**config.mk**
```make
export PLATFORM = sky130hd
export DESIGN_NAME = brew_pump_flush_sequencer
export DESIGN_NICKNAME = d
export VERILOG_FILES = /design/src/hw/rtl/bpfs_pkg.sv /design/src/hw/rtl/brew_pump_flush_sequencer.sv
export SDC_FILE = /design/constraint.sdc
export NUM_CORES = 1
export LEC_CHECK = 0
export ABC_CLOCK_PERIOD_IN_PS = 7320
export BUFFER_PORTS_ARGS = -buffer_cell sky130_fd_sc_hd__clkbuf_2
export CAP_MARGIN = 20
export CORE_MARGIN = 3
export CORE_UTILIZATION = 40
export CTS_CLUSTER_SIZE = 40
export DETAILED_ROUTE_END_ITERATION = 6
export SYNTH_ARGS = -nofsm -noshare
export SYNTH_HDL_FRONTEND = slang
export SYNTH_SLANG_ARGS = --single-unit
export TNS_END_PERCENT = 10
```
**constraint.sdc**
```tcl
create_clock -name clk_i -period 7.32 [get_ports clk_i]
set_clock_uncertainty 0.1 [all_clocks]
set_input_delay 0.366 -clock clk_i [delete_from_list [all_inputs] [get_ports clk_i]]
set_output_delay 0.366 -clock clk_i [all_outputs]
set_load 0.02 [all_outputs]
```
**src/hw/rtl/bpfs_pkg.sv**
```systemverilog
package bpfs_pkg;

  // Time base width
  localparam int unsigned TimeW = 32;
  typedef logic [TimeW-1:0] tstamp_t;

  // Configuration register widths
  localparam int unsigned PreW   = 15;
  localparam int unsigned FlushW = 16;
  localparam int unsigned TmoW   = 24;
  localparam int unsigned CfgW   = 24;

  // Configuration register indexes
  typedef enum logic [1:0] {
    CFG_PREINF  = 2'd0,
    CFG_FLUSH   = 2'd1,
    CFG_TIMEOUT = 2'd2
  } cfg_idx_e;

  // Preinfusion phase codes
  typedef enum logic [1:0] {
    PH_MAIN   = 2'd0,
    PH_PREINF = 2'd1,
    PH_BLOOM  = 2'd2
  } phase_e;

  // Limits
  localparam logic [PreW-1:0]   PreinfMinMs  = 15'd50;
  localparam logic [PreW-1:0]   PreinfMaxMs  = 15'd30000;
  localparam logic [TmoW-1:0]   TimeoutMaxMs = 24'd14400000;
  localparam logic [FlushW-1:0] FlushResetMs = 16'd3000;

endpackage

```
**src/hw/rtl/brew_pump_flush_sequencer.sv**
```systemverilog
// A word accepted into the input register goes to the result register when that
// is free: one word per cycle while the output does not stall. While a result word
// is stalled the input register takes one more word; then the input stalls.
// The tick logic sits between the input register and the state/result registers.
// Reset (rst_ni low, asynchronous): no words held, shot and flush idle,
// heater allowed, flush length 3000 ms, preinfusion and timeout 0.
module brew_pump_flush_sequencer (
  input  logic                        clk_i,
  input  logic                        rst_ni,
  // configuration
  input  logic                        cfg_we_i,
  input  logic [1:0]                  cfg_idx_i,
  input  logic [bpfs_pkg::CfgW-1:0]   cfg_data_i,
  // input channel
  input  logic                        in_valid_i,
  output logic                        in_stall_o,
  input  bpfs_pkg::tstamp_t           now_ms_i,
  input  logic                        brew_request_i,
  input  logic                        brew_changed_i,
  input  logic                        flush_start_i,
  input  logic                        flush_stop_i,
  input  logic                        heater_write_i,
  input  logic                        heater_value_i,
  input  logic                        activity_i,
  // output channel
  output logic                        out_valid_o,
  input  logic                        out_stall_i,
  output logic                        pump_on_o,
  output logic                        relief_open_o,
  output logic                        brewing_o,
  output logic [1:0]                  preinfusion_phase_o,
  output logic                        heater_enabled_o,
  output logic                        heater_timed_out_o,
  output bpfs_pkg::tstamp_t           shot_elapsed_ms_o,
  output logic [bpfs_pkg::FlushW-1:0] flush_remaining_ms_o
);
  import bpfs_pkg::*;

  // ---------------------------------------------------------------
  // Configuration registers
  logic [PreW-1:0]   pre_cfg_q;
  logic [FlushW-1:0] flush_cfg_q;
  logic [TmoW-1:0]   tmo_cfg_q;

  always_ff @(posedge clk_i or negedge rst_ni) begin
    if (!rst_ni) begin
      pre_cfg_q   <= '0;
      flush_cfg_q <= FlushResetMs;
      tmo_cfg_q   <= '0;
    end else if (cfg_we_i) begin
      case (cfg_idx_e'(cfg_idx_i))
        CFG_PREINF:  pre_cfg_q   <= cfg_data_i[PreW-1:0];
        CFG_FLUSH:   flush_cfg_q <= cfg_data_i[FlushW-1:0];
        CFG_TIMEOUT: tmo_cfg_q   <= cfg_data_i[TmoW-1:0];
        default: ;
      endcase
    end
  end

  // Clamped settings
  logic [PreW-1:0] pre_lim;
  logic [TmoW-1:0] tmo_lim;
  assign pre_lim = (pre_cfg_q > PreinfMaxMs) ? PreinfMaxMs : pre_cfg_q;
  assign tmo_lim = (tmo_cfg_q > TimeoutMaxMs) ? TimeoutMaxMs : tmo_cfg_q;

  // ---------------------------------------------------------------
  // Handshake control
  logic s1_vld_q, out_vld_q;
  logic in_acc, s2_go;

  assign s2_go      = s1_vld_q && (!out_vld_q || !out_stall_i);
  assign in_stall_o = s1_vld_q && !s2_go;
  assign in_acc     = in_valid_i && !in_stall_o;

  always_ff @(posedge clk_i or negedge rst_ni) begin
    if (!rst_ni) begin
      s1_vld_q  <= 1'b0;
      out_vld_q <= 1'b0;
    end else begin
      if (in_acc) begin
        s1_vld_q <= 1'b1;
      end else if (s2_go) begin
        s1_vld_q <= 1'b0;
      end
      if (s2_go) begin
        out_vld_q <= 1'b1;
      end else if (!out_stall_i) begin
        out_vld_q <= 1'b0;
      end
    end
  end

  // Input register
  tstamp_t s1_now_q;
  logic    s1_req_q, s1_bchg_q, s1_fstart_q, s1_fstop_q;
  logic    s1_hwr_q, s1_hval_q, s1_act_q;

  always_ff @(posedge clk_i) begin
    if (in_acc) begin
      s1_now_q    <= now_ms_i;
      s1_req_q    <= brew_request_i;
      s1_bchg_q   <= brew_changed_i;
      s1_fstart_q <= flush_start_i;
      s1_fstop_q  <= flush_stop_i;
      s1_hwr_q    <= heater_write_i;
      s1_hval_q   <= heater_value_i;
      s1_act_q    <= activity_i;
    end
  end

  // ---------------------------------------------------------------
  // Sequencer state
  logic    brew_q, brew_d;
  phase_e  phase_q, phase_d;
  tstamp_t phase_start_q, phase_start_d;
  tstamp_t shot_start_q, shot_start_d;
  logic    flush_q, flush_d;
  tstamp_t flush_dl_q, flush_dl_d;
  tstamp_t last_act_q, last_act_d;
  logic    act_pend_q, act_pend_d;
  logic    heat_q, heat_d;

  // Tick intermediates
  logic    fl_start_ok, act_mark;
  logic    fl_arm;
  tstamp_t fl_dl_arm;
  logic    heat_req;
  logic    brew_new;
  phase_e  phase_new;
  tstamp_t phase_start_new;
  tstamp_t phase_el;
  tstamp_t fl_left;
  logic    fl_expired;
  tstamp_t idle_el;
  logic    timed_out;
  tstamp_t shot_el;
  logic [FlushW-1:0] remain;

  always_comb begin
    // operator requests
    fl_start_ok = s1_fstart_q && !brew_q;
    act_mark    = act_pend_q || s1_bchg_q || fl_start_ok || s1_hwr_q || s1_act_q;

    fl_arm    = flush_q;
    fl_dl_arm = flush_dl_q;
    if (fl_start_ok) begin
      fl_arm    = 1'b1;
      fl_dl_arm = s1_now_q + TimeW'(flush_cfg_q);
    end
    if (s1_fstop_q) begin
      fl_arm    = 1'b0;
      fl_dl_arm = '0;
    end
    heat_req = s1_hwr_q ? s1_hval_q : heat_q;

    // brew switch
    brew_new        = brew_q;
    phase_new       = phase_q;
    phase_start_new = phase_start_q;
    shot_start_d    = shot_start_q;
    if (s1_req_q && !brew_q) begin
      brew_new        = 1'b1;
      shot_start_d    = s1_now_q;
      phase_new       = (pre_lim >= PreinfMinMs) ? PH_PREINF : PH_MAIN;
      phase_start_new = s1_now_q;
    end else if (!s1_req_q && brew_q) begin
      brew_new  = 1'b0;
      phase_new = PH_MAIN;
    end

    // preinfusion phase advance
    phase_el      = s1_now_q - phase_start_new;
    phase_d       = phase_new;
    phase_start_d = phase_start_new;
    if (brew_new && (phase_el >= TimeW'(pre_lim))) begin
      case (phase_new)
        PH_PREINF: begin
          phase_d       = PH_BLOOM;
          phase_start_d = s1_now_q;
        end
        PH_BLOOM: begin
          phase_d       = PH_MAIN;
          phase_start_d = s1_now_q;
        end
        default: ;
      endcase
    end
    brew_d = brew_new;

    // flush expiry: signed distance to deadline is zero or negative
    fl_left    = fl_dl_arm - s1_now_q;
    fl_expired = (fl_left == '0) || fl_left[TimeW-1];
    flush_d    = fl_arm;
    flush_dl_d = fl_dl_arm;
    if (fl_arm && (brew_new || fl_expired)) begin
      flush_d    = 1'b0;
      flush_dl_d = '0;
    end

    // inactivity timeout
    last_act_d = (act_mark || brew_new) ? s1_now_q : last_act_q;
    act_pend_d = 1'b0;
    idle_el    = (act_mark || brew_new) ? '0 : (s1_now_q - last_act_q);
    timed_out  = (tmo_lim != '0) && heat_req && (idle_el >= TimeW'(tmo_lim));
    heat_d     = heat_req && !timed_out;

    // reported times
    shot_el = brew_new ? (s1_now_q - shot_start_d) : '0;
    if (flush_d) begin
      remain = (|fl_left[TimeW-1:FlushW]) ? '1 : fl_left[FlushW-1:0];
    end else begin
      remain = '0;
    end
  end

  // State update, one tick per word moved to the result register
  always_ff @(posedge clk_i or negedge rst_ni) begin
    if (!rst_ni) begin
      brew_q        <= 1'b0;
      phase_q       <= PH_MAIN;
      phase_start_q <= '0;
      shot_start_q  <= '0;
      flush_q       <= 1'b0;
      flush_dl_q    <= '0;
      last_act_q    <= '0;
      act_pend_q    <= 1'b1;
      heat_q        <= 1'b1;
    end else if (s2_go) begin
      brew_q        <= brew_d;
      phase_q       <= phase_d;
      phase_start_q <= phase_start_d;
      shot_start_q  <= shot_start_d;
      flush_q       <= flush_d;
      flush_dl_q    <= flush_dl_d;
      last_act_q    <= last_act_d;
      act_pend_q    <= act_pend_d;
      heat_q        <= heat_d;
    end
  end

  // Result register
  logic              pump_q, relief_q, brewing_q, heat_out_q, tmo_out_q;
  logic [1:0]        phase_out_q;
  tstamp_t           shot_el_q;
  logic [FlushW-1:0] remain_q;

  always_ff @(posedge clk_i) begin
    if (s2_go) begin
      pump_q      <= (brew_d && (phase_d != PH_BLOOM)) || flush_d;
      relief_q    <= !brew_d && !flush_d;
      brewing_q   <= brew_d;
      phase_out_q <= phase_d;
      heat_out_q  <= heat_d;
      tmo_out_q   <= timed_out;
      shot_el_q   <= shot_el;
      remain_q    <= remain;
    end
  end

  assign out_valid_o          = out_vld_q;
  assign pump_on_o            = pump_q;
  assign relief_open_o        = relief_q;
  assign brewing_o            = brewing_q;
  assign preinfusion_phase_o  = phase_out_q;
  assign heater_enabled_o     = heat_out_q;
  assign heater_timed_out_o   = tmo_out_q;
  assign shot_elapsed_ms_o    = shot_el_q;
  assign flush_remaining_ms_o = remain_q;

`ifndef SYNTHESIS
  // pump and relief valve never both driven open
  a_pump_relief_excl: assert property (@(posedge clk_i) disable iff (!rst_ni)
    out_valid_o |-> !(pump_on_o && relief_open_o))
    else $error("pump on with relief open");

  // idle shot reports no phase and no elapsed time
  a_idle_shot: assert property (@(posedge clk_i) disable iff (!rst_ni)
    (out_valid_o && !brewing_o) |-> (preinfusion_phase_o == PH_MAIN) &&
    (shot_elapsed_ms_o == '0))
    else $error("phase or shot time while not brewing");

  // a timeout cut leaves the heater off
  a_timeout_cut: assert property (@(posedge clk_i) disable iff (!rst_ni)
    (out_valid_o && heater_timed_out_o) |-> !heater_enabled_o)
    else $error("heater on after timeout");

  // no preinfusion phase without an active shot
  a_phase_idle: assert property (@(posedge clk_i) disable iff (!rst_ni)
    !brew_q |-> (phase_q == PH_MAIN))
    else $error("phase active without shot");
`endif

endmodule
```
; ---- Yosys cells after proc, flatten, opt, wreduce, memory -nomap -nowiden
; Cells that the tools add are included.
[word_totals]
reg_bits = 285
elab_cells = 113
output_inout_bits = 57
inputBits = 70
[classes]
n_reduce_logical = 41
mux = 26
n_addsub = 5
eq_ne = 6
n_lt_le_gt_ge = 5
[op_table]
columns = op, count
row1 = 2-to-1 mux 32 bit, 8
row2 = subtractor 32 bit, 4
row3 = adder 32 x 16 -> 32 bit, 1
row4 = >= comparator 32 x 15 -> 1 bit, 1
row5 = >= comparator 32 x 24 -> 1 bit, 1
row6 = zero test 32 bit, 1
row7 = "greater-than comparator 24 bit, second input constant", 1
row8 = 2-to-1 mux 24 bit, 1
row9 = nonzero test 24 bit, 1
row10 = 2-to-1 mux 16 bit, 1
row11 = OR reduction 16 bit, 1
row12 = ">= comparator 15 x 6 -> 1 bit, second input constant", 1
row13 = "greater-than comparator 15 bit, second input constant", 1
row14 = 2-to-1 mux 15 bit, 1
row15 = logical AND 1 bit, 13
row16 = 2-to-1 mux 1 bit, 11
row17 = zero test 1 bit, 9
row18 = logical OR 1 bit, 9
row19 = AND reduction 2 bit, 4
row20 = 2-to-1 mux 2 bit, 3
row21 = "equality test 2 x 1 -> 1 bit, second input constant", 2
row22 = "equality test 2 bit, second input constant", 2
row23 = case mux 2 bit (2 select lines), 1
row24 = zero test 2 bit, 1
row25 = other kinds (4), 4

; ---- Longest topological paths before layout
[depth]
depth_word = 12
ltp_mapped = 31
ltp_nobuf = 28

; ---- Worst setup path after synthesis
; Ideal clock, no wire load.
[synth_path]
path_type = flip-flop to flip-flop
start = register s1_now_q[0]
end = register pump_q, in the netlist pump_on_o, data pin
required_ns = 6.952
arrival_ns = 5.768
setup_ns = 0.268
period_less_slack_ns = 6.136
stages_incl_launch_ff = 27
setup_slack_ns = 1.184
path_buffers = 2
cell_sequence = edfxtp_1 -> ha_1 -> fa_1 -> a21o_1 -> a21oi_1 -> o21bai_1 -> a21oi_1 -> o2111ai_1 -> a311oi_1 -> or3_1 -> xnor2_1 -> nor2_1 -> nor3_1 -> ha_1 -> nand4_1 -> or4_1 -> nor2_1 -> nand3_1 -> a31o_2 -> a211oi_1 -> and4_1 -> and3_1 -> a311oi_1 -> nand2b_1 -> clkbuf_1 -> buf_2 -> o211ai_1
[synth_via]
elab_chain_len = 10
word_cells_on_any_way = 17
cone_classes = add/sub (3) / order compare (1) / eq/ne (1) / mux (5) / reduce/logical (7)
[synth_rtl]
columns = element, line_no
row1 = from (decl), brew_pump_flush_sequencer.sv:94  ; tstamp_t s1_now_q;
row2 = from (signal assigned), brew_pump_flush_sequencer.sv:100  ; s1_now_q <= now_ms_i;
row3 = adder 32 x 16 -> 32 bit, brew_pump_flush_sequencer.sv:148  ; fl_dl_arm = s1_now_q + TimeW'(flush_cfg_q);
row4 = 2-to-1 mux 32 bit, brew_pump_flush_sequencer.sv:146  ; if (fl_start_ok) begin
row5 = 2-to-1 mux 32 bit, brew_pump_flush_sequencer.sv:150  ; if (s1_fstop_q) begin
row6 = subtractor 32 bit, brew_pump_flush_sequencer.sv:191  ; fl_left = fl_dl_arm - s1_now_q;
row7 = zero test 32 bit, brew_pump_flush_sequencer.sv:192  ; fl_expired = (fl_left == '0) || fl_left[TimeW-1];
row8 = logical OR 1 bit, brew_pump_flush_sequencer.sv:192
row9 = logical OR 1 bit, brew_pump_flush_sequencer.sv:195  ; if (fl_arm && (brew_new || fl_expired)) begin
row10 = logical AND 1 bit, brew_pump_flush_sequencer.sv:195
row11 = 2-to-1 mux 1 bit, brew_pump_flush_sequencer.sv:195
row12 = logical OR 1 bit *, brew_pump_flush_sequencer.sv:249  ; pump_q <= (brew_d && (phase_d != PH_BLOOM)) || flush_d;
row13 = to (signal assigned), brew_pump_flush_sequencer.sv:249
row14 = to (decl), brew_pump_flush_sequencer.sv:242  ; logic pump_q, relief_q, brewing_q, heat_out_q, tmo_out_q;
; Every way passes the cells marked *; elsewhere a longest branch is shown, timed or not.
; A chain may end at the register's enable or synchronous reset.

; ---- Worst setup path in the final report
[layout_path]
start = register brew_q
end = register phase_q[0]
[layout_via]
elab_chain_len = 7
word_cells_on_any_way = 15
cone_classes = add/sub (1) / order compare (1) / eq/ne (2) / mux (7) / reduce/logical (4)
[layout_rtl]
columns = element, line_no
row1 = from (decl), brew_pump_flush_sequencer.sv:113  ; logic brew_q, brew_d;
row2 = from (signal assigned), brew_pump_flush_sequencer.sv:229  ; brew_q <= brew_d;
row3 = zero test 1 bit, brew_pump_flush_sequencer.sv:161  ; if (s1_req_q && !brew_q) begin
row4 = logical AND 1 bit, brew_pump_flush_sequencer.sv:161
row5 = 2-to-1 mux 32 bit, brew_pump_flush_sequencer.sv:161
row6 = subtractor 32 bit, brew_pump_flush_sequencer.sv:172  ; phase_el = s1_now_q - phase_start_new;
row7 = >= comparator 32 x 15 -> 1 bit, brew_pump_flush_sequencer.sv:175  ; if (brew_new && (phase_el >= TimeW'(pre_lim))) begin
row8 = logical AND 1 bit, brew_pump_flush_sequencer.sv:175
row9 = 2-to-1 mux 2 bit *, brew_pump_flush_sequencer.sv:175
row10 = named net phase_d[0], brew_pump_flush_sequencer.sv:114  ; phase_e phase_q, phase_d;
row11 = to (signal assigned), brew_pump_flush_sequencer.sv:230  ; phase_q <= phase_d;
row12 = to (decl), brew_pump_flush_sequencer.sv:114
; Mark *: on every way through the listed nets, which the timed path passes. The rest lies on a longest branch.

==> impl_metrics.json <==
{
  "status": "finished clean",
  "reg2reg_to": "phase_q[0]$_DFFE_PN0P_",
  "startpoint_type": "register",
  "cts.repair.resized": 0,
  "grt_pass1_wl_um": 103500,
  "start_util_pct": 40.95,
  "die_w_um": 233.8,
  "p_per_area_nw_per_um2": 302.0,
  "grt_antenna_before_repair": 1,
  "core_um2": 50680,
  "drtPass1Iterations": 6,
  "hold_viol": 0,
  "wire_per_inst_um": 20.89,
  "cts_max_level": 2,
  "reg2reg_slack_ns": 0.52,
  "p_total_w": 0.007264,
  "place.gp.congestion": 0.9271,
  "synth_top_cell_by_area": "dfrtp_1",
  "die_h_um": 233.8,
  "path_class": "register to register",
  "crit_path_end": "phase_q[0]$_DFFE_PN0P_",
  "power.leakage_nw": 10.61,
  "startpoint": "brew_q$_DFFE_PN0P_",
  "fin_crit_sh_pct": 92.94,
  "fmax_mhz": 147.0,
  "vias_per_cell": 5.743,
  "synth_edf_count": 94,
  "cp_max_fo": 28,
  "async_flop_share_pct": 67.02,
  "grt_overflow_total": 0,
  "clock_path_buffers": 3,
  "min_path_type": "primary input to register",
  "endpoint_kind": "register",
  "final.setup.tns_ns": 0,
  "fin_crit_ns": 6.803,
  "drt_wl_total_um": 66920,
  "cap_violations": 0,
  "area_growth_pct": 15.87,
  "synth_commonest_cells": "nand2_1, a21oi_1, nor2_1, dfrtp_1, ha_1",
  "dp_hpwl_um": 50780,
  "setup_viol": 0,
  "drt_iter0_drc": 1695,
  "grt_pass1_vias": 18090,
  "yosysSeqAreaShare_pct": 36.68,
  "cp.required_ns": 7.67,
  "io_buffer_count": 126,
  "yosysMostFrequentCell": "nand2_1",
  "clk_latency_ns": 0.57,
  "detail-route-antenna-nets": 0,
  "routed-via-count": 18400,
  "ys_ff_latch": 285,
  "clock_sinks": 285,
  "cts-root-buf": "clkbuf_16",
  "syn_area_per_cell_um2": 8.924,
  "relSlewSlack_pct": 32.48,
  "syn_inst": 2326,
  "post-route-drc-count": 0,
  "worstPathArrival_ns": 7.15,
  "rsz0062_at_grt": "no",
  "gr-usage-all-layers_pct": 24.33,
  "tightestPinTransition_ns": 1.010,
  "drv_slew": 0,
  "dieArea_um2": 54660,
  "ys_types": 86,
  "rows": 82,
  "io_pins": 127,
  "grt_max_degree": 77,
  "ctsHoldBuffers": 60,
  "synth_area_leaders": "dfrtp_1, edfxtp_1, ha_1",
  "crit-reg2reg-launch": "brew_q$_DFFE_PN0P_",
  "drive_above_1_share_pct": 13.75,
  "cts_setup_buffers": 0,
  "netlist_area_um2": 20760,
  "cts_buffers": 38,
  "syn_nets": 2581,
  "num-nets-final": 2756,
  "cts_tree": "built",
  "clk_pin_slew_worst_paths_ns": 0.06,
  "reg2regPathDepth": 27,
  "synth_top_area_share_pct": 21.94,
  "yosysWarnings": 0,
  "max-vdd-ir-drop_mv": 0.1396,
  "ys.flop_type": "dfrtp_1"
}
==> kinds of logic after synthesis <==
logic type               synth area share (%)
AND/OR/NAND/NOR                         16.98
XOR/XNOR                                4.684
adder cells (fa/ha/maj)                 11.33
flip-flops                              36.68
AO/OA/AOI/OAI                           20.75
buffers and inverters                   3.822
multiplexers                            5.750
==> layout by cell type (no fill, tap or decap), drive strengths merged, types with 12 or more instances in the layout <==
master	instances
mux2	90
or3	17
buf	32
nand3	36
nand2b	23
clkbuf	177
ha	180
nand4	26
nand2	264
a31oi	16
xor2	35
edfxtp	94
or4	12
o21a	28
a211oi	29
nor3	54
a21oi	244
xnor2	76
nor2	212
a21o	49
nor4	16
dfrtp	182
and2	23
inv	123
o21bai	22
o21ai	156
nor2b	30
and3	17
dlygate4sd3	60
o211ai	27
==> sequential cells by signal, summed over array words and instances, names as in the netlist, 15 cells and up <==
name / cells
tmo_cfg_q: 24
phase_start_q: 32
pre_cfg_q: 15
shot_elapsed_ms_o: 32
last_act_q: 32
flush_dl_q: 32
flush_remaining_ms_o: 16
flush_cfg_q: 16
shot_start_q: 32
s1_now_q: 32
==> area by class of cell <==
| class | instances | area, um2 |
|---|---|---|
| fill | 4841 | 26630 |
| timing repair buffer | 218 | 1498 |
| clock inverter | 19 | 205.2 |
| antenna | 1 | 2.502 |
| sequential | 285 | 7614 |
| tap | 672 | 840.8 |
| inverter | 120 | 451.7 |
| clock buffer | 51 | 1060 |
| multi-input combinational | 1838 | 12380 |
==> through the flow <==
stage                     instances  setup WS, ns  utilization, %  hold slack (ns)  instance area, um2
after floorplan                2326         1.184               -         -0.02959               20760
after global placement         3071        0.7077           43.73           0.3119               22160
after detailed placement       3071        0.6272           43.73           0.3298               22160
after CTS                      3201        0.5871           47.41          0.01978               24030
after global routing           3203        0.1201           47.45          0.03333               24050
final                          3204        0.5169           47.45          0.05027               24050
==> worst max-delay path, cell delays in order, from the launching register on <==
cell and delay (ns):
dfrtp_1 0.46, inv_1 0.17, nand2_2 0.44, nor2_1 0.12, a21oi_1 0.33, ha_1 0.30, nand2b_1 0.10, a21oi_1 0.15
o21a_1 0.23, o21ai_0 0.14, nand2b_1 0.08, and2_1 0.17, o21ai_0 0.14, nand2b_1 0.10, and2_1 0.17, o21ai_0 0.17
a21oi_1 0.11, ha_1 0.18, a2111oi_0 0.45, o21a_1 0.20, a31oi_1 0.17, a2111oi_2 0.25, o221ai_1 0.19, or4_1 0.52
nor4_2 0.43, a21oi_1 0.20, mux2_4 0.34, mux2_4 0.26
==> power by group <==
| group | total [W] | internal, W | switching, W |
|---|---|---|---|
| clock | 0.00190 | 0.00113 | 0.000770 |
| combinational | 0.00314 | 0.00127 | 0.00186 |
| sequential | 0.00222 | 0.00199 | 0.000234 |
==> worst min-delay path by stage <==
stage | slack, ns | depth (start not counted) | to | start
2_1_floorplan | -0.03 | 0 | brew_q$_DFFE_PN0P_ | rst_ni
3_3_place_gp | 0.31 | 1 | out_valid_o$_DFFE_PN0P_ | rst_ni
3_5_place_dp | 0.33 | 1 | flush_cfg_q[2]$_DFFE_PN0P_ | rst_ni
4_1_cts | 0.02 | 2 | flush_cfg_q[5]$_DFFE_PN1P_ | cfg_data_i[5]
5_1_grt | 0.03 | 2 | flush_cfg_q[5]$_DFFE_PN1P_ | cfg_data_i[5]
6_report | 0.05 | 2 | tmo_cfg_q[8]$_DFFE_PN0P_ | cfg_data_i[8]
==> layer usage <==
metal  vias up  routed length (um)  global-route usage (%)
met4         0                1998                   8.263
met5         -                   0                       0
met2       564               29870                   38.27
met3       105                3843                   2.976
met1      8905               31210                   34.73
li1       8826                   -                       -
No activity file was read; power rests on OpenSTA's default activity.
